**src/rtl/tet_mesh_shared_vertex_adjacency_core_macros.svh**
```systemverilog
// Assertion macros for the shared-vertex adjacency core
`ifndef TET_MESH_SHARED_VERTEX_ADJACENCY_CORE_MACROS_SVH
`define TET_MESH_SHARED_VERTEX_ADJACENCY_CORE_MACROS_SVH

`ifndef NO_ASSERTIONS

// property must hold at every edge out of reset
`define TMSVA_ASSERT(name, prop, msg) \
  name: assert property (@(posedge clk) disable iff (!rst_n) prop) \
    else $error(msg);

// condition must never be seen out of reset
`define TMSVA_NEVER(name, cond, msg) \
  name: assert property (@(posedge clk) disable iff (!rst_n) !(cond)) \
    else $error(msg);

`else

`define TMSVA_ASSERT(name, prop, msg)
`define TMSVA_NEVER(name, cond, msg)

`endif

`endif

```
**src/rtl/tmsva_pkg.sv**
```systemverilog
// Shared types and constants for the shared-vertex adjacency core
package tmsva_pkg;

  localparam int LABEL_W = 24;
  localparam int VTX_W   = 24;
  localparam int CNT_W   = 6;
  localparam int EDGE_W  = 11;
  localparam int QDEPTH  = 2;
  localparam int QPTR_W  = 1;
  localparam int QCNT_W  = 2;

  localparam logic [CNT_W-1:0]  COUNT_MAX = '1;
  localparam logic [EDGE_W-1:0] EDGE_MAX  = '1;

  // item classification
  typedef enum logic {
    OP_ADD,
    OP_CLEAR
  } op_t;

  // back end sequencer
  typedef enum logic [1:0] {
    ST_IDLE,
    ST_SCAN,
    ST_SINGLE
  } st_t;

  // classified item as queued between front and back
  typedef struct packed {
    op_t                        op;
    logic [LABEL_W-1:0]         newer;
    logic [3:0][VTX_W-1:0]      corner;
  } cmd_t;

  // one result item
  typedef struct packed {
    logic                       has_edge;
    logic [LABEL_W-1:0]         earlier_label;
    logic [LABEL_W-1:0]         newer_label;
    logic [CNT_W-1:0]           max_neighbors;
    logic [EDGE_W-1:0]          edge_total;
    logic                       table_full;
    logic                       last;
  } res_t;

endpackage

```
**src/rtl/tmsva_front.sv**
```systemverilog
// Front end: accepts input items, classifies them and queues them for the back end
module tmsva_front #(
  parameter int VERTEX_BITS = 24
) (
  input  logic                         clk,
  input  logic                         rst_n,
  input  logic                         in_valid,
  output logic                         in_stall,
  input  logic                         in_kind,
  input  logic [tmsva_pkg::LABEL_W-1:0] in_label,
  input  logic [tmsva_pkg::VTX_W-1:0]  in_corner_a,
  input  logic [tmsva_pkg::VTX_W-1:0]  in_corner_b,
  input  logic [tmsva_pkg::VTX_W-1:0]  in_corner_c,
  input  logic [tmsva_pkg::VTX_W-1:0]  in_corner_d,
  output logic                         q_valid,
  output tmsva_pkg::cmd_t              q_cmd,
  input  logic                         q_pop
);
  import tmsva_pkg::*;

  // vertex ids compare on their low VERTEX_BITS bits only
  localparam logic [VTX_W-1:0] VMASK =
    (VERTEX_BITS >= VTX_W) ? {VTX_W{1'b1}} : VTX_W'((64'(1) << VERTEX_BITS) - 64'(1));

  cmd_t               q_r [QDEPTH];
  logic [QPTR_W-1:0]  wr_ptr_r, wr_ptr_nxt;
  logic [QPTR_W-1:0]  rd_ptr_r, rd_ptr_nxt;
  logic [QCNT_W-1:0]  cnt_r, cnt_nxt;
  cmd_t               cls;
  logic               push;
  logic               pop;

  // classify the incoming item
  always_comb begin
    cls.op        = in_kind ? OP_CLEAR : OP_ADD;
    cls.newer     = in_label + LABEL_W'(1);
    cls.corner[0] = in_corner_a & VMASK;
    cls.corner[1] = in_corner_b & VMASK;
    cls.corner[2] = in_corner_c & VMASK;
    cls.corner[3] = in_corner_d & VMASK;
  end

  assign in_stall = (cnt_r == QCNT_W'(QDEPTH));
  assign push     = in_valid && !in_stall;
  assign q_valid  = (cnt_r != '0);
  assign pop      = q_pop && q_valid;
  assign q_cmd    = q_r[rd_ptr_r];

  // queue pointers
  always_comb begin
    wr_ptr_nxt = wr_ptr_r;
    rd_ptr_nxt = rd_ptr_r;
    cnt_nxt    = cnt_r;
    if (push) begin
      wr_ptr_nxt = (wr_ptr_r == QPTR_W'(QDEPTH - 1)) ? '0 : wr_ptr_r + QPTR_W'(1);
    end
    if (pop) begin
      rd_ptr_nxt = (rd_ptr_r == QPTR_W'(QDEPTH - 1)) ? '0 : rd_ptr_r + QPTR_W'(1);
    end
    if (push && !pop) begin
      cnt_nxt = cnt_r + QCNT_W'(1);
    end else if (pop && !push) begin
      cnt_nxt = cnt_r - QCNT_W'(1);
    end
  end

  always_ff @(posedge clk) begin
    if (!rst_n) begin
      wr_ptr_r <= '0;
      rd_ptr_r <= '0;
      cnt_r    <= '0;
    end else begin
      wr_ptr_r <= wr_ptr_nxt;
      rd_ptr_r <= rd_ptr_nxt;
      cnt_r    <= cnt_nxt;
    end
  end

  // queue storage
  always_ff @(posedge clk) begin
    if (push) begin
      q_r[wr_ptr_r] <= cls;
    end
  end

endmodule

```
**config.mk**
```make
export PLATFORM = sky130hd
export DESIGN_NAME = tmsva_front
export DESIGN_NICKNAME = d
export VERILOG_FILES = /design/src/rtl/tet_mesh_shared_vertex_adjacency_core_macros.svh /design/src/rtl/tmsva_pkg.sv /design/src/rtl/tmsva_front.sv
export SDC_FILE = /design/constraint.sdc
export NUM_CORES = 1
export LEC_CHECK = 0
export ABC_AREA = 1
export BUFFER_PORTS_ARGS = -buffer_cell sky130_fd_sc_hd__buf_2
export CORE_MARGIN = 5
export CORE_UTILIZATION = 45
export DETAILED_ROUTE_END_ITERATION = 8
export PLACE_DENSITY = 0.7
export SLEW_MARGIN = 20
export SYNTH_ARGS = -nofsm -noshare
export SYNTH_HDL_FRONTEND = slang
export SYNTH_SLANG_ARGS = --single-unit
```
**constraint.sdc**
```tcl
create_clock -name clk -period 15.94 [get_ports clk]
set_clock_uncertainty 0.1 [all_clocks]
set_input_delay 2.391 -clock clk [delete_from_list [all_inputs] [get_ports clk]]
set_output_delay 2.391 -clock clk [all_outputs]
set_load 0.005 [all_outputs]
```
==> results of run 1 <==
cell usage in the layout (no fill, tap or decap), drive strengths merged:
cell / synthesis / layout
bufinv: 0 / 1
o21ai: 5 / 5
nor2: 30 / 30
xor2: 10 / 10
nand3: 5 / 5
and2: 3 / 3
clkbuf: 0 / 30
nand3b: 7 / 7
xnor2: 5 / 5
edfxtp: 242 / 242
inv: 15 / 16
mux2: 121 / 121
dfxtp: 5 / 5
clkinv: 0 / 13
buf: 13 / 252
ha: 2 / 2
clkinvlp: 0 / 1
nand2: 54 / 54
a21oi: 4 / 4
final timing paths:
check        startpoint          to  slack [ns]  depth (start not counted)
min reg2reg    rd_ptr_r        flop        0.38                          2
max                flop   q_cmd[19]       10.68                          3
max reg2reg    cnt_r[1]  q_r[0][12]       13.14                          5
min            rd_ptr_r        flop        0.38                          2
sequential cells by signal (all words and copies together) (netlist names), named ones only:
| register | flops |
|---|---|
| cnt_r | 2 |
| rd_ptr_r | 1 |
| q_r | 242 |
| wr_ptr_r | 1 |
critical path: cells and delay by family, from the launching register on:
kind | cells | cell delay, ns
flip-flops | 1 | 0.88
buffers and inverters | 2 | 0.91
multiplexers | 1 | 0.43
report_power, final:
group          internal, µW  total (µW)  switching, µW
clock network           304         527            223
registers               823         858           35.2
logic                   168         343            175
logic make-up (layout without fill, tap and decap cells):
logic type,after synthesis,after routing
and+or+nand+nor,99,99
muxes,121,121
DFF,247,247
AOI/OAI and AO/OA,9,9
xor gates and xnor gates,15,15
adders and majority gates,2,2
buffers and inverters,28,313
per-layer routing:
metal  vias to the layer above  GRT usage (%)
li1                       2492              -
met1                      2508          18.73
met2                       192          25.35
met3                        36          4.369
met4                         6          4.587
met5                         -              0
layout make-up:
class | instances | area share, %
clock buffer | 30 | 5.405
tap | 275 | 2.886
timing repair buffer | 252 | 10.68
multi-input combinational | 246 | 17.84
inverter | 15 | 0.4722
sequential | 247 | 61.82
clock inverter | 16 | 0.8920
stage by stage:
step                power [µW]  setup WS, ns  hold WS, ns  area (µm²)  utilization [%]
CTS                       1758         10.60       0.3874       11920            56.72
detailed placement        1223         11.04       0.3766       11170            53.15
finish                    1728         10.68       0.3816       11920            56.72
global placement          1209         11.13       0.3529       11170            53.15
floorplan                 1076         7.653       0.3474        9623                -
global route              1813         10.49       0.4071       11920            56.72
==> impl_metrics.tcl, run 1 <==
set metrics [dict create \
    seqCellArea_mm2 0.007371 \
    synthAdderAreaFrac_pct 0.2600 \
    cp_data_required_time_ns 13.45 \
    cts_tree "built" \
    slowest_delay_ns 0.88 \
    worstSkewPairLatency_ns 0.50 \
    synthMuxAreaShare_pct 14.16 \
    yosys_warnings 0 \
    synth-simple-area-share_pct 5.617 \
    cts.repair.resized 0 \
    worstMarginPinSlew_ns 1.015 \
    synth_area_leaders "edfxtp_1 (76%), mux2_2 (14%), nand2_1 (1.8%)" \
    worst_slew_margin_rel_pct 32.30 \
    nFillCells 1669 \
    synth_most_common_cell "edfxtp_1" \
    hold_violations 0 \
    place_congestion 0.8664 \
    critPathSlowestCell "dfxtp_4" \
    area_delta_synth_final_pct 23.90 \
    cts-root-buf "clkbuf_16" \
    ys_types 23 \
    cp-start-kind "flop" \
    crit_fanout 62 \
    grt_use_total_pct 14.96 \
    synth_compound_area_share_pct 0.4681 \
    place_inst 1035 \
    synth_xor_area_share_pct 1.443 \
    grt_pass1_wl_mm 28.95 \
    start_util_pct 45.78 \
    numCtsBuffers 25 \
    p_per_area_mw_per_mm2 144.9 \
    syn_nets 648 \
    layout-drive-gt1-share_pct 53.85 \
    std_cell_rows 53 \
    route.met2.wl_mm 9.626 \
    coreArea_mm2 0.02102 \
    dr.first_iter.drc_count 248 \
    clk_pin_slew_ns 0.06 \
    leakagePower_uw 0.004556 \
    hold_path_class "flop to flop" \
    syn_inst 521 \
    grt_pass1_vias 5556 \
    clock-sinks 247 \
    drv_slew 0 \
    syn_area_per_cell_um2 18.47 \
    netlist_area_mm2 0.009623 \
    post-dp-hpwl_mm 13.58 \
    viasPerCell 4.842 \
    ys_ff_latch 247 \
    max-vdd-ir-drop_v 0.00009927 \
    synthFlopType "edfxtp_1" \
    crit_arrival_ns 2.77 \
    cp-end-kind "output port" \
    cts_hold_buf 0 \
    antennaDiodeCount 0 \
    die_height_um 156.2 \
    final-setup-viol-count 0 \
    synth_commonest_cells "edfxtp_1 (242), mux2_2 (121), nand2_1 (45)" \
    dr.pass1.iters 4 \
    boundaryPins 248 \
    ant_nets 0 \
    fmax_mhz 190.1 \
    h-tree-depth 1 \
    crit_chain "buf_4 > mux2_2 > buf_2" \
    clockBufferDepth 3 \
    yosysTopAreaCell "edfxtp_1" \
    post_cts_buffers 0 \
    vias 5234 \
    period_needed_ns 5.259 \
    synth_top_area_share_pct 75.52 \
    port_buffers 247 \
    synth-seq-area-share_pct 76.56 \
    antenna_found_initial 3 \
    crit_type "flop to output port" \
    layout.cells.non_filler 1081 \
    wire_per_inst_um 17.86 \
    die_w_um 156.2 \
    nets 914 \
    routed_wl_mm 19.30 \
    top_layer_used "met5" \
    synth_top_family_by_area "multiplexers" \
    synth_edf_count 242 \
    status "complete, no violations" \
    die_area_mm2 0.02441 \
    drc_errors 0 \
    synthArstFlopShare_pct 0 \
    finalCritPeriodShare_pct 33.00 \
    wl_met3_mm 1.616 \
    grt_max_degree 78 \
    fin_setup_tns_ns 0 \
    drv_cap 0 \
    multi_input_area_mm2 0.002127 \
    grt_overflow_total 0 \
    wl_met1_mm 7.574 \
    rsz0062_at_grt "no" \
]
Power figures use the tool's default switching activity.
==> run 2: changes to the inputs <==
ABC_AREA = 0   (was 1)
PLACE_DENSITY = 0.73   (was 0.7)
clock period = 4.55 ns   (was 15.94 ns; I/O delays follow)
==> run 2 against run 1 <==
  * Combinational power rose to 4.0 times the previous value
  * Wire length fell by 0.11%
  * Die area fell by 2.8%
  * Sequential share of layout area rose by 0.87 points
  * Setup slack got worse by 9.3 ns
  * Count of clock-buffer cells in the layout rose by 1
  * Non-clock buffer count fell by 1
  * Final cell count fell by 5.7%
  * Sequential power rose to 3.6 times the previous value
  * Flip-flop and latch count did not move
  * Critical path type unchanged
  * Critical endpoint is now q_cmd[26]
  * Highest routed layer unchanged
==> impl_metrics.tcl, run 2 <==
set metrics [dict create \
    p_per_area_mw_per_mm2 547.8 \
    worstMarginPinSlew_ns 0.9986 \
    crit_arrival_ns 2.35 \
    clockBufferDepth 3 \
    clock-sinks 247 \
    die_area_mm2 0.02372 \
    status "complete, no violations" \
    coreArea_mm2 0.02030 \
    die_w_um 154.0 \
    routed_wl_mm 19.28 \
    p_sw_uw 1606 \
    post-dp-hpwl_mm 13.16 \
    power_frac_seq_pct 47.6 \
    drv_cap 0 \
    ys_types 27 \
    syn_inst 464 \
    cp-end-kind "output port" \
    boundaryPins 248 \
    synth-seq-area-share_pct 78.94 \
    crit_fanout 66 \
    netlist_area_mm2 0.009333 \
    top_regs "q_r (242), cnt_r (2)" \
    grt_use_total_pct 15.58 \
    port_buffers 247 \
    final_common_cell "buf_2" \
    hold_violations 0 \
    syn_nets 591 \
    regMostFlops "q_r" \
    worstSkewPairLatency_ns 0.50 \
    p_int_uw 4834 \
    synth_commonest_cells "edfxtp_1 (242), mux2_2 (121), xnor2_1 (16)" \
    p_clk_share_pct 31.1 \
    cts-root-buf "clkbuf_16" \
    period_needed_ns 3.137 \
    fin_setup_tns_ns 0 \
    numCtsBuffers 25 \
    grt_pass1_wl_mm 29.71 \
    grt_max_degree 70 \
    yosys_warnings 0 \
    cts.repair.resized 0 \
    synthArstFlopShare_pct 0 \
    vias 5079 \
    synth_top_area_share_pct 77.87 \
    std_cell_rows 52 \
    wire_per_inst_um 18.92 \
    grt_overflow_total 0 \
    worst_slew_margin_rel_pct 33.43 \
    cts_tree "built" \
    synthFlopType "edfxtp_1" \
    crit_type "flop to output port" \
    fmax_mhz 318.7 \
    largest_reg_flops 242 \
    cp-start-kind "flop" \
    rsz0062_at_grt "no" \
    layout-drive-gt1-share_pct 55.96 \
    leakagePower_uw 0.004371 \
    ant_nets 0 \
    total_power_uw 6440 \
    antenna_found_initial 2 \
    viasPerCell 4.984 \
    drc_errors 0 \
    post_cts_buffers 0 \
    dr.first_iter.drc_count 303 \
    syn_area_per_cell_um2 20.11 \
    nFillCells 1570 \
    synth_most_common_cell "edfxtp_1" \
    start_util_pct 45.98 \
    place_congestion 0.8442 \
    multi_input_area_mm2 0.001911 \
    nets 856 \
    seqCellArea_mm2 0.007371 \
    ys_ff_latch 247 \
    max-vdd-ir-drop_v 0.0002858 \
    final-setup-viol-count 0 \
    hold_path_class "input port to flop" \
    grt_pass1_vias 5565 \
    drv_slew 0 \
    finalCritPeriodShare_pct 68.95 \
    synth_edf_count 242 \
    swShare_pct 24.94 \
    die_height_um 154.0 \
    hold_slack_ns 0.2642 \
    area_delta_synth_final_pct 25.98 \
    synth_area_leaders "edfxtp_1 (78%), mux2_2 (15%), xnor2_1 (1.5%)" \
    cts_hold_buf 0 \
    clk_pin_slew_ns 0.07 \
    dr.pass1.iters 4 \
    yosysTopAreaCell "edfxtp_1" \
    cp_data_required_time_ns 3.77 \
    h-tree-depth 1 \
    layout_common_cells "buf_2 (247), edfxtp_1 (242), mux2_2 (121), clkbuf_16 (25), xnor2_1 (16)" \
    combPwrFrac_pct 21.3 \
]
run 2: changes by cell type in the layout (fill, tap and decap cells not counted), sizes merged, moves of 5 or more:
cell and delta:
nor2 -26, nand2 -45, nand3b -7, xnor2 +11
nand4 +6, nor3 +5, inv -11
run 2: area by class of cell:
type	count	share of cell area, %
Antenna cell	2	0.04257
Clock buffer	31	5.683
Clock inverter	14	1.213
Inverter	5	0.1596
Multi-Input combinational cell	199	16.25
Sequential cell	247	62.69
Tap cell	270	2.873
Timing Repair Buffer	251	11.09
run 2: logic make-up after synthesis:
family	after synthesis	synth area share, %
DFF	247	78.94
buffers and inverters	18	0.7240
xor gates and xnor gates	26	2.440
and+or+nand+nor	48	2.896
muxes	121	14.60
adders and majority gates	2	0.2681
AOI/OAI and AO/OA	2	0.1340
run 2: power by group through the flow:
stage               registers, µW  clock network [µW]  logic [µW]
floorplan                    3050                   0         828
global placement             3090                   0        1370
detailed placement           3120                   0        1390
CTS                          3070                2050        1400
global route                 3100                2150        1490
finish                       3070                2000        1370
run 2: stage by stage:
| step | std cells | setup WS [ns] | utilization (%) | cell area [µm²] |
|---|---|---|---|---|
| floorplan | 464 | 0.08766 | - | 9335 |
| global placement | 972 | 1.898 | 53.90 | 10940 |
| detailed placement | 972 | 1.866 | 53.90 | 10940 |
| CTS | 1017 | 1.370 | 57.90 | 11750 |
| global route | 1018 | 1.260 | 57.91 | 11760 |
| finish | 1019 | 1.413 | 57.92 | 11760 |
run 2: per-layer routing:
| metal | vias up | routed length, µm | share of wire (%) | track usage (%) |
|---|---|---|---|---|
| met4 | 2 | 350 | 1.8 | 3.995 |
| li1 | 2361 | - | - | - |
| met2 | 185 | 10030 | 52 | 27.68 |
| met3 | 36 | 1477 | 7.7 | 3.963 |
| met5 | - | 13 | 0.067 | 0 |
| met1 | 2495 | 7406 | 38 | 19.02 |
run 2: worst paths after layout:
kind / start / end / slack, ns / cells after the start
setup / recovery: flop / q_cmd[26] / 1.41 / 3
hold / removal: in_corner_b[6] / q_r[1][30] / 0.26 / 1
setup reg to reg: cnt_r[0] / q_r[0][97] / 2.27 / 4
hold reg to reg: cnt_r[1] / cnt_r[1] / 0.46 / 2
run 2: critical path, cell delays in order (launching register included):
cell	delay [ns]
dfxtp_4	0.83
buf_12	0.39
mux2_2	0.40
buf_2	0.13
